==> src/sv/tlrqs_pkg.sv <==
`timescale 1ns / 1ps
`default_nettype none

package tlrqs_pkg;

    localparam int NUM_PROCS = 64;
    localparam int IDX_W     = $clog2(NUM_PROCS);
    localparam int LINK_W    = IDX_W + 1;
    localparam int STEP_W    = $clog2(NUM_PROCS + 1);
    localparam int LIMIT_W   = 7;
    localparam int OP_W      = 2;
    localparam int CLASS_W   = 2;
    localparam int NUM_QUEUES = 3;

    localparam logic [LINK_W-1:0] NIL_LINK = LINK_W'(NUM_PROCS);

    localparam logic [OP_W-1:0] OP_READY   = 2'd0;
    localparam logic [OP_W-1:0] OP_UNREADY = 2'd1;
    localparam logic [OP_W-1:0] OP_ROTATE  = 2'd2;
    localparam logic [OP_W-1:0] OP_PICK    = 2'd3;

    localparam logic [CLASS_W-1:0] Q_TASK   = 2'd0;
    localparam logic [CLASS_W-1:0] Q_SERVER = 2'd1;
    localparam logic [CLASS_W-1:0] Q_USER   = 2'd2;

    localparam logic [1:0] REG_TASK_LIMIT   = 2'd0;
    localparam logic [1:0] REG_SERVER_LIMIT = 2'd1;
    localparam logic [1:0] REG_IDLE_INDEX   = 2'd2;

    localparam logic [LIMIT_W-1:0] TASK_LIMIT_RST   = 7'd8;
    localparam logic [LIMIT_W-1:0] SERVER_LIMIT_RST = 7'd16;
    localparam logic [5:0]         IDLE_INDEX_RST   = 6'd0;

    typedef struct packed {
        logic [LIMIT_W-1:0] task_limit;
        logic [LIMIT_W-1:0] server_limit;
        logic [5:0]         idle_index;
    } cfg_t;

    typedef struct packed {
        logic       done;
        logic       found;
        logic [5:0] current;
        logic [5:0] billed;
    } res_t;

endpackage

`default_nettype wire

==> src/sv/three_level_ready_queue_scheduler_top.sv <==
// channel   signals                                   transfer when
// -------   ---------------------------------------   -----------------------------
// command   start, operation, proc_index, busy        start && !busy at clk rise
// result    done, current_proc, billed_proc,          done high, one cycle
//           was_found
// config    wr_en, wr_index, wr_data                  wr_en high at clk rise
//
// unready walks the queue one link per cycle through the link memory read port,
// so its time from transfer to result grows with the position in the queue.
// a new command may be given in the cycle done is high.
// reset empties all queues and sets current and billed process to process 0;
// the link memory is not cleared. results cannot be stalled.
`timescale 1ns / 1ps
`default_nettype none

module three_level_ready_queue_scheduler_top
(
    input  wire logic                              clk,
    input  wire logic                              rst_n,
    input  wire logic                              start,
    output logic                                   busy,
    input  wire logic [tlrqs_pkg::OP_W-1:0]        operation,
    input  wire logic [5:0]                        proc_index,
    output logic                                   done,
    output logic [5:0]                             current_proc,
    output logic [5:0]                             billed_proc,
    output logic                                   was_found,
    input  wire logic                              wr_en,
    input  wire logic [1:0]                        wr_index,
    input  wire logic [tlrqs_pkg::LIMIT_W-1:0]     wr_data
);

    tlrqs_pkg::cfg_t                   cfg_reg;
    tlrqs_pkg::res_t                   res;
    logic [tlrqs_pkg::CLASS_W-1:0]     proc_class;

    always_ff @(posedge clk or negedge rst_n)
    begin
        if (!rst_n)
        begin
            cfg_reg.task_limit   <= tlrqs_pkg::TASK_LIMIT_RST;
            cfg_reg.server_limit <= tlrqs_pkg::SERVER_LIMIT_RST;
            cfg_reg.idle_index   <= tlrqs_pkg::IDLE_INDEX_RST;
        end
        else if (wr_en)
        begin
            case (wr_index)
                tlrqs_pkg::REG_TASK_LIMIT:
                begin
                    cfg_reg.task_limit <= wr_data;
                end
                tlrqs_pkg::REG_SERVER_LIMIT:
                begin
                    cfg_reg.server_limit <= wr_data;
                end
                tlrqs_pkg::REG_IDLE_INDEX:
                begin
                    cfg_reg.idle_index <= wr_data[5:0];
                end
                default:
                begin
                end
            endcase
        end
    end

    tlrqs_class u_class
    (
        .proc_index (proc_index),
        .cfg        (cfg_reg),
        .proc_class (proc_class)
    );

    tlrqs_seq u_seq
    (
        .clk        (clk),
        .rst_n      (rst_n),
        .start      (start),
        .operation  (operation),
        .proc_index (proc_index),
        .proc_class (proc_class),
        .cfg        (cfg_reg),
        .busy       (busy),
        .res        (res)
    );

    assign done         = res.done;
    assign current_proc = res.current;
    assign billed_proc  = res.billed;
    assign was_found    = res.done & res.found;

endmodule

`default_nettype wire

==> src/sv/tlrqs_class.sv <==
`timescale 1ns / 1ps
`default_nettype none

module tlrqs_class
(
    input  wire logic [5:0]                     proc_index,
    input  wire tlrqs_pkg::cfg_t                cfg,
    output logic [tlrqs_pkg::CLASS_W-1:0]       proc_class
);

    logic [tlrqs_pkg::LIMIT_W-1:0] idx_ext;

    assign idx_ext = {1'b0, proc_index};

    // task test wins when the limits cross
    always_comb
    begin
        if (idx_ext < cfg.task_limit)
        begin
            proc_class = tlrqs_pkg::Q_TASK;
        end
        else if (idx_ext < cfg.server_limit)
        begin
            proc_class = tlrqs_pkg::Q_SERVER;
        end
        else
        begin
            proc_class = tlrqs_pkg::Q_USER;
        end
    end

endmodule

`default_nettype wire

==> src/sv/tlrqs_seq.sv <==
`timescale 1ns / 1ps
`default_nettype none

module tlrqs_seq
(
    input  wire logic                           clk,
    input  wire logic                           rst_n,
    input  wire logic                           start,
    input  wire logic [tlrqs_pkg::OP_W-1:0]     operation,
    input  wire logic [5:0]                     proc_index,
    input  wire logic [tlrqs_pkg::CLASS_W-1:0]  proc_class,
    input  wire tlrqs_pkg::cfg_t                cfg,
    output logic                                busy,
    output tlrqs_pkg::res_t                     res
);

    localparam logic [3:0] ST_IDLE      = 4'd0;
    localparam logic [3:0] ST_DISPATCH  = 4'd1;
    localparam logic [3:0] ST_RDY_NIL   = 4'd2;
    localparam logic [3:0] ST_UR_HEAD   = 4'd3;
    localparam logic [3:0] ST_UR_WALK   = 4'd4;
    localparam logic [3:0] ST_UR_UNLINK = 4'd5;
    localparam logic [3:0] ST_RO_CHK    = 4'd6;
    localparam logic [3:0] ST_RO_FIX    = 4'd7;
    localparam logic [3:0] ST_HUNT      = 4'd8;

    localparam int IW = tlrqs_pkg::IDX_W;
    localparam int LW = tlrqs_pkg::LINK_W;
    localparam int SW = tlrqs_pkg::STEP_W;
    localparam int NQ = tlrqs_pkg::NUM_QUEUES;

    logic [3:0]                        state_reg, state_next;
    logic [tlrqs_pkg::OP_W-1:0]        op_reg, op_next;
    logic [IW-1:0]                     p_reg, p_next;
    logic [tlrqs_pkg::CLASS_W-1:0]     q_reg, q_next;
    logic [LW-1:0]                     x_reg, x_next;
    logic [SW-1:0]                     steps_reg, steps_next;
    logic [LW-1:0]                     head_reg [NQ];
    logic [LW-1:0]                     head_next [NQ];
    logic [LW-1:0]                     tail_reg [NQ];
    logic [LW-1:0]                     tail_next [NQ];
    logic [5:0]                        current_reg, current_next;
    logic [5:0]                        billed_reg, billed_next;
    logic                              found_reg, found_next;
    logic                              done_reg, done_next;

    // link memory
    logic [LW-1:0]                     link_mem [tlrqs_pkg::NUM_PROCS];
    logic [LW-1:0]                     rd_data_reg;
    logic                              mem_we;
    logic [IW-1:0]                     mem_waddr;
    logic [LW-1:0]                     mem_wdata;
    logic                              mem_re;
    logic [IW-1:0]                     mem_raddr;

    logic [5:0]                        hunt_cur;
    logic [5:0]                        hunt_bill;
    logic [LW-1:0]                     p_link;
    logic [LW-1:0]                     cur_head;
    logic [SW-1:0]                     steps_inc;

    always_ff @(posedge clk)
    begin
        if (mem_we)
        begin
            link_mem[mem_waddr] <= mem_wdata;
        end
        if (mem_re)
        begin
            rd_data_reg <= link_mem[mem_raddr];
        end
    end

    assign p_link    = {1'b0, p_reg};
    assign cur_head  = head_reg[q_reg];
    assign steps_inc = steps_reg + 1'b1;

    // highest non-empty queue, else idle
    always_comb
    begin
        hunt_cur  = cfg.idle_index;
        hunt_bill = cfg.idle_index;
        if (head_reg[tlrqs_pkg::Q_TASK] != tlrqs_pkg::NIL_LINK)
        begin
            hunt_cur  = head_reg[tlrqs_pkg::Q_TASK][IW-1:0];
            hunt_bill = billed_reg;
        end
        else if (head_reg[tlrqs_pkg::Q_SERVER] != tlrqs_pkg::NIL_LINK)
        begin
            hunt_cur  = head_reg[tlrqs_pkg::Q_SERVER][IW-1:0];
            hunt_bill = billed_reg;
        end
        else if (head_reg[tlrqs_pkg::Q_USER] != tlrqs_pkg::NIL_LINK)
        begin
            hunt_cur  = head_reg[tlrqs_pkg::Q_USER][IW-1:0];
            hunt_bill = head_reg[tlrqs_pkg::Q_USER][IW-1:0];
        end
    end

    always_comb
    begin
        state_next   = state_reg;
        op_next      = op_reg;
        p_next       = p_reg;
        q_next       = q_reg;
        x_next       = x_reg;
        steps_next   = steps_reg;
        head_next    = head_reg;
        tail_next    = tail_reg;
        current_next = current_reg;
        billed_next  = billed_reg;
        found_next   = found_reg;
        done_next    = 1'b0;
        mem_we       = 1'b0;
        mem_waddr    = p_reg;
        mem_wdata    = tlrqs_pkg::NIL_LINK;
        mem_re       = 1'b0;
        mem_raddr    = p_reg;

        case (state_reg)
            ST_IDLE:
            begin
                if (start)
                begin
                    op_next    = operation;
                    p_next     = proc_index;
                    q_next     = proc_class;
                    found_next = 1'b0;
                    state_next = ST_DISPATCH;
                end
            end

            ST_DISPATCH:
            begin
                case (op_reg)
                    tlrqs_pkg::OP_READY:
                    begin
                        if (q_reg == tlrqs_pkg::Q_USER)
                        begin
                            // push at head
                            if (cur_head == tlrqs_pkg::NIL_LINK)
                            begin
                                tail_next[q_reg] = p_link;
                            end
                            mem_we           = 1'b1;
                            mem_waddr        = p_reg;
                            mem_wdata        = cur_head;
                            head_next[q_reg] = p_link;
                            state_next       = ST_IDLE;
                            done_next        = 1'b1;
                        end
                        else
                        begin
                            if (cur_head != tlrqs_pkg::NIL_LINK)
                            begin
                                mem_we    = !tail_reg[q_reg][IW];
                                mem_waddr = tail_reg[q_reg][IW-1:0];
                                mem_wdata = p_link;
                            end
                            else
                            begin
                                head_next[q_reg] = p_link;
                                current_next     = p_reg;
                            end
                            tail_next[q_reg] = p_link;
                            state_next       = ST_RDY_NIL;
                        end
                    end

                    tlrqs_pkg::OP_UNREADY:
                    begin
                        if (cur_head == tlrqs_pkg::NIL_LINK)
                        begin
                            state_next = ST_IDLE;
                            done_next  = 1'b1;
                        end
                        else
                        begin
                            mem_re     = 1'b1;
                            mem_raddr  = cur_head[IW-1:0];
                            x_next     = cur_head;
                            steps_next = '0;
                            if (cur_head == p_link)
                            begin
                                state_next = ST_UR_HEAD;
                            end
                            else
                            begin
                                state_next = ST_UR_WALK;
                            end
                        end
                    end

                    tlrqs_pkg::OP_ROTATE:
                    begin
                        if (head_reg[tlrqs_pkg::Q_USER] == tlrqs_pkg::NIL_LINK)
                        begin
                            state_next = ST_IDLE;
                            done_next  = 1'b1;
                        end
                        else
                        begin
                            mem_re     = 1'b1;
                            mem_raddr  = head_reg[tlrqs_pkg::Q_USER][IW-1:0];
                            state_next = ST_RO_CHK;
                        end
                    end

                    default:
                    begin
                        state_next = ST_HUNT;
                    end
                endcase
            end

            ST_RDY_NIL:
            begin
                mem_we     = 1'b1;
                mem_waddr  = p_reg;
                mem_wdata  = tlrqs_pkg::NIL_LINK;
                state_next = ST_IDLE;
                done_next  = 1'b1;
            end

            ST_UR_HEAD:
            begin
                head_next[q_reg] = rd_data_reg;
                found_next       = 1'b1;
                if ((q_reg != tlrqs_pkg::Q_TASK) || (p_reg == current_reg))
                begin
                    state_next = ST_HUNT;
                end
                else
                begin
                    state_next = ST_IDLE;
                    done_next  = 1'b1;
                end
            end

            ST_UR_WALK:
            begin
                if (rd_data_reg == p_link)
                begin
                    mem_re     = 1'b1;
                    mem_raddr  = p_reg;
                    state_next = ST_UR_UNLINK;
                end
                else
                begin
                    x_next     = rd_data_reg;
                    steps_next = steps_inc;
                    if ((rd_data_reg == tlrqs_pkg::NIL_LINK) ||
                        (steps_inc >= SW'(tlrqs_pkg::NUM_PROCS)))
                    begin
                        state_next = ST_IDLE;
                        done_next  = 1'b1;
                    end
                    else
                    begin
                        mem_re    = 1'b1;
                        mem_raddr = rd_data_reg[IW-1:0];
                    end
                end
            end

            ST_UR_UNLINK:
            begin
                mem_we    = 1'b1;
                mem_waddr = x_reg[IW-1:0];
                mem_wdata = rd_data_reg;
                if (tail_reg[q_reg] == p_link)
                begin
                    tail_next[q_reg] = x_reg;
                end
                found_next = 1'b1;
                state_next = ST_IDLE;
                done_next  = 1'b1;
            end

            ST_RO_CHK:
            begin
                if (rd_data_reg != tlrqs_pkg::NIL_LINK)
                begin
                    head_next[tlrqs_pkg::Q_USER] = rd_data_reg;
                    mem_we    = !tail_reg[tlrqs_pkg::Q_USER][IW];
                    mem_waddr = tail_reg[tlrqs_pkg::Q_USER][IW-1:0];
                    mem_wdata = head_reg[tlrqs_pkg::Q_USER];
                    tail_next[tlrqs_pkg::Q_USER] = head_reg[tlrqs_pkg::Q_USER];
                    state_next = ST_RO_FIX;
                end
                else
                begin
                    state_next = ST_HUNT;
                end
            end

            ST_RO_FIX:
            begin
                // old head is now the tail
                mem_we     = 1'b1;
                mem_waddr  = tail_reg[tlrqs_pkg::Q_USER][IW-1:0];
                mem_wdata  = tlrqs_pkg::NIL_LINK;
                state_next = ST_HUNT;
            end

            ST_HUNT:
            begin
                current_next = hunt_cur;
                billed_next  = hunt_bill;
                state_next   = ST_IDLE;
                done_next    = 1'b1;
            end

            default:
            begin
                state_next = ST_IDLE;
            end
        endcase
    end

    always_ff @(posedge clk or negedge rst_n)
    begin
        if (!rst_n)
        begin
            state_reg   <= ST_IDLE;
            head_reg    <= '{default: tlrqs_pkg::NIL_LINK};
            current_reg <= tlrqs_pkg::IDLE_INDEX_RST;
            billed_reg  <= tlrqs_pkg::IDLE_INDEX_RST;
            found_reg   <= 1'b0;
            done_reg    <= 1'b0;
        end
        else
        begin
            state_reg   <= state_next;
            head_reg    <= head_next;
            current_reg <= current_next;
            billed_reg  <= billed_next;
            found_reg   <= found_next;
            done_reg    <= done_next;
        end
    end

    always_ff @(posedge clk)
    begin
        op_reg    <= op_next;
        p_reg     <= p_next;
        q_reg     <= q_next;
        x_reg     <= x_next;
        steps_reg <= steps_next;
        tail_reg  <= tail_next;
    end

    assign busy        = (state_reg != ST_IDLE);
    assign res.done    = done_reg;
    assign res.found   = found_reg;
    assign res.current = current_reg;
    assign res.billed  = billed_reg;

endmodule

`default_nettype wire

==> config.mk <==
export PLATFORM = sky130hd
export DESIGN_NAME = three_level_ready_queue_scheduler_top
export DESIGN_NICKNAME = d
export VERILOG_FILES = /design/src/sv/tlrqs_pkg.sv /design/src/sv/three_level_ready_queue_scheduler_top.sv /design/src/sv/tlrqs_class.sv /design/src/sv/tlrqs_seq.sv
export SDC_FILE = /design/constraint.sdc
export NUM_CORES = 1
export LEC_CHECK = 0
export ABC_CLOCK_PERIOD_IN_PS = 5450
export BUFFER_PORTS_ARGS = -buffer_cell sky130_fd_sc_hd__buf_2
export CAP_MARGIN = 25
export CORE_UTILIZATION = 40
export CTS_CLUSTER_SIZE = 28
export DETAILED_ROUTE_END_ITERATION = 16
export HOLD_SLACK_MARGIN = 0.02
export PLACE_DENSITY = 0.63
export SLEW_MARGIN = 15
export SYNTH_ARGS = -nofsm -noshare
export SYNTH_HDL_FRONTEND = slang
export SYNTH_HIERARCHICAL = 1
export SYNTH_SLANG_ARGS = --single-unit
==> constraint.sdc <==
create_clock -name clk -period 5.45 [get_ports clk]
set_clock_uncertainty 0.15 [all_clocks]
set_input_delay 1.09 -clock clk [delete_from_list [all_inputs] [get_ports clk]]
set_output_delay 1.09 -clock clk [all_outputs]
set_load 0.005 [all_outputs]
==> flow_metrics.tcl <==
set metrics [dict create \
    status "completed" \
    vias_per_cell 5.87 \
    cts_num_sinks 559 \
    place_hpwl_um 43300 \
    setup_viol 0 \
    die_w_um 251 \
    fin_nets 2203 \
    synth_top_family_by_area "simple AND/OR/NAND/NOR gates" \
    antenna_found_initial 0 \
    drive_gt1_share_pct 10.5 \
    cts_resized 0 \
    slew_headroom_pct 36.0 \
    drv_slew 0 \
    yosys.area_share.simple_pct 14.3 \
    worstPathRequired_ns 5.55 \
    area_growth_pct 11.4 \
    detail_route.iter0.violations 2145 \
    n_antenna_cell 0 \
    fin_cells 2993 \
    syn_avg_cell_area_um2 11.5 \
    grt_use_total_pct 21.6 \
    synth_top_area_cell "edfxtp_1" \
    hp-start "cfg_reg[9]" \
    cp_top_family "simple AND/OR/NAND/NOR gates" \
    final_common_cell "edfxtp_1" \
    wirelength_um 68700 \
    worstMarginPinSlew_ns 0.951 \
    core_area_um2 60800 \
    crit_path_max_incr_delay_ns 0.77 \
    hold_depth 1 \
    grt_pass1_vias 16800 \
    die_height_um 251 \
    ys_seq_area_share_pct 66.6 \
    path_clk_slew_ns 0.06 \
    place_inst 2891 \
    drtAntennaViolNets 0 \
    fin_ws_ns 0.556 \
    root_buffer "clkbuf_16" \
    path_buf_inv 0 \
    synth-seq-cells 559 \
    synth_fa_ha_area_share_pct 0.757 \
    critPathSlowestCell "nand3_1" \
    grt_max_degree 156 \
    fill_cells 5462 \
    grt_pass1_wl_um 104000 \
    post-route-period-util_pct 89.8 \
    post-place-ws_ns 0.762 \
    max_cap_violations 0 \
    globalplace.congestion 0.957 \
    layout_common_cells "edfxtp_1, nand2_1, a21oi_1, nor2_1, nand3_1" \
    clk_path_buf_depth 3 \
    cts_max_level 2 \
    hold_viol 0 \
    clkLatencyLatePin_ns 0.63 \
    synth-edff-count 500 \
    finalSetupTns_ns 0 \
    period_needed_ns 4.89 \
    crit_chain "nor2b_4 -> a2bb2oi_1 -> and3_1 -> nand2_1 -> a21oi_1 -> o22ai_1 -> nand3_1 -> nor2_1" \
    worstRegToRegCells 8 \
    synth-xor-area-share_pct 0.954 \
    fin_util_pct 45.4 \
    cp.arrival_ns 5.00 \
    ctsHoldBuffers 0 \
    synth_flop_cell "edfxtp_1" \
    rsz0062_at_grt "no" \
    wl_per_cell_um 23.0 \
    reg2reg_from "u_seq/q_reg[1]" \
    largest_reg_flops 448 \
    hold-path-endpoint "cfg_reg[9]" \
    syn-cell-area_um2 24800 \
    synth_compound_area_share_pct 12.7 \
    worstSetupPathType "flip-flop to flip-flop" \
    start_util_pct 40.7 \
    synthArstFlopShare_pct 10.6 \
    yosysWarnings 6 \
    row_count 90 \
    critPathMaxFanout 15 \
    synth_cell_type_count 80 \
    min_path_type "flip-flop to flip-flop" \
    drc 0 \
    rr_endpoint "u_seq/link_mem[13][0]" \
    port_buffers 35 \
    cts_tree "built" \
    grt_overflow 0 \
    peakVddDrop_v 0.000424 \
    synth_top_area_share_pct 60.6 \
    ios 36 \
    syn_inst 2155 \
    firstDrtPassIters 8 \
    rrSetupSlack_ns 0.56 \
    num_vias 17600 \
    crit_path_end_kind "flip-flop" \
    syn_nets 2191 \
    synthMuxAreaShare_pct 1.93 \
    max_freq_mhz 204 \
    post_cts_buffers 0 \
    start_kind "flip-flop" \
    numCtsBuffers 55 \
    leakagePower_uw 0.00963 \
    dieArea_um2 62900 \
    synthTopCellsByArea "edfxtp_1, nand2_1, a21oi_1" \
    power.density_nw_per_um2 560 \
]
[synthesized netlist by cell type, types with 5 or more instances]
| library cell | instances |
|---|---|
| a221o_1 | 16 |
| o21ai_1 | 5 |
| nor4_1 | 12 |
| nor3_1 | 15 |
| nand2_1 | 472 |
| o21ai_0 | 51 |
| clkbuf_1 | 78 |
| o31ai_1 | 9 |
| nor2_1 | 167 |
| and4_1 | 8 |
| xnor2_1 | 16 |
| buf_2 | 41 |
| xor2_1 | 11 |
| nand3_1 | 92 |
| edfxtp_1 | 500 |
| dfstp_2 | 5 |
| a21oi_1 | 313 |
| inv_1 | 25 |
| nor2b_1 | 8 |
| o41ai_1 | 8 |
| mux2_2 | 22 |
| and3_1 | 5 |
| a2bb2oi_1 | 6 |
| o21a_1 | 5 |
| and2_1 | 6 |
| a22oi_1 | 39 |
| ha_1 | 15 |
| buf_1 | 9 |
| mux2i_1 | 23 |
| o22a_1 | 5 |
| dfrtp_1 | 54 |
| a31oi_1 | 6 |
| or3_1 | 5 |
| o22ai_1 | 21 |
| o21bai_1 | 5 |
| nand4_1 | 6 |
[routing by layer]
metal	part of all wire, %	routed length (um)	GRT usage [%]
met5	0	0	0
met4	3.4	2360	8.21
met3	8.4	5760	3.15
met2	45	31200	33.7
met1	43	29400	30.6
[metrics by stage]
stage | hold WS (ns) | total power, uW | area, um^2
5_1_grt | 0.377 | 16200 | 27600
2_1_floorplan | 0.321 | 9620 | 24800
3_5_place_dp | 0.342 | 11700 | 25800
6_report | 0.356 | 15500 | 27600
4_1_cts | 0.356 | 15400 | 27600
3_3_place_gp | 0.329 | 11600 | 25800
[worst max path at each step]
stage | from | endpoint | slack, ns | cells after the start
floorplan | u_seq/q_reg[1] | u_seq/link_mem[0][0] | 0.38 | 10
global placement | u_seq/q_reg[1] | u_seq/rd_data_reg[5] | 0.83 | 11
detailed placement | u_seq/q_reg[1] | u_seq/link_mem[13][2] | 0.76 | 9
CTS | u_seq/q_reg[1] | u_seq/link_mem[13][0] | 0.74 | 9
global route | u_seq/q_reg[1] | u_seq/link_mem[13][0] | 0.44 | 8
finish | u_seq/q_reg[1] | u_seq/link_mem[13][0] | 0.56 | 8
[power by group]
part	internal [uW]	switching (uW)	total, uW
combinational	1800	4240	6040
sequential	5340	338	5680
clock	2100	1640	3740
[area by class of cell]
type / count / area (um^2) / share of cell area, %
inverters: 25 / 93.8 / 0.340
repair buffers: 91 / 643 / 2.33
clock buffers: 64 / 1410 / 5.11
clock inverters: 37 / 354 / 1.28
well taps: 782 / 978 / 3.54
multi-input cells: 1435 / 7630 / 27.6
flip-flops and latches: 559 / 16500 / 59.8
[cell families (layout without fill, tap and decap cells)]
group	count (synthesis)	after routing
buffers and inverters	161	217
AND/OR/NAND/NOR	824	824
AO/OA/AOI/OAI	524	524
multiplexers	45	45
XOR/XNOR	27	27
adder cells (fa/ha/maj)	15	15
flip-flops	559	559
Power figures use the tool's default switching activity.
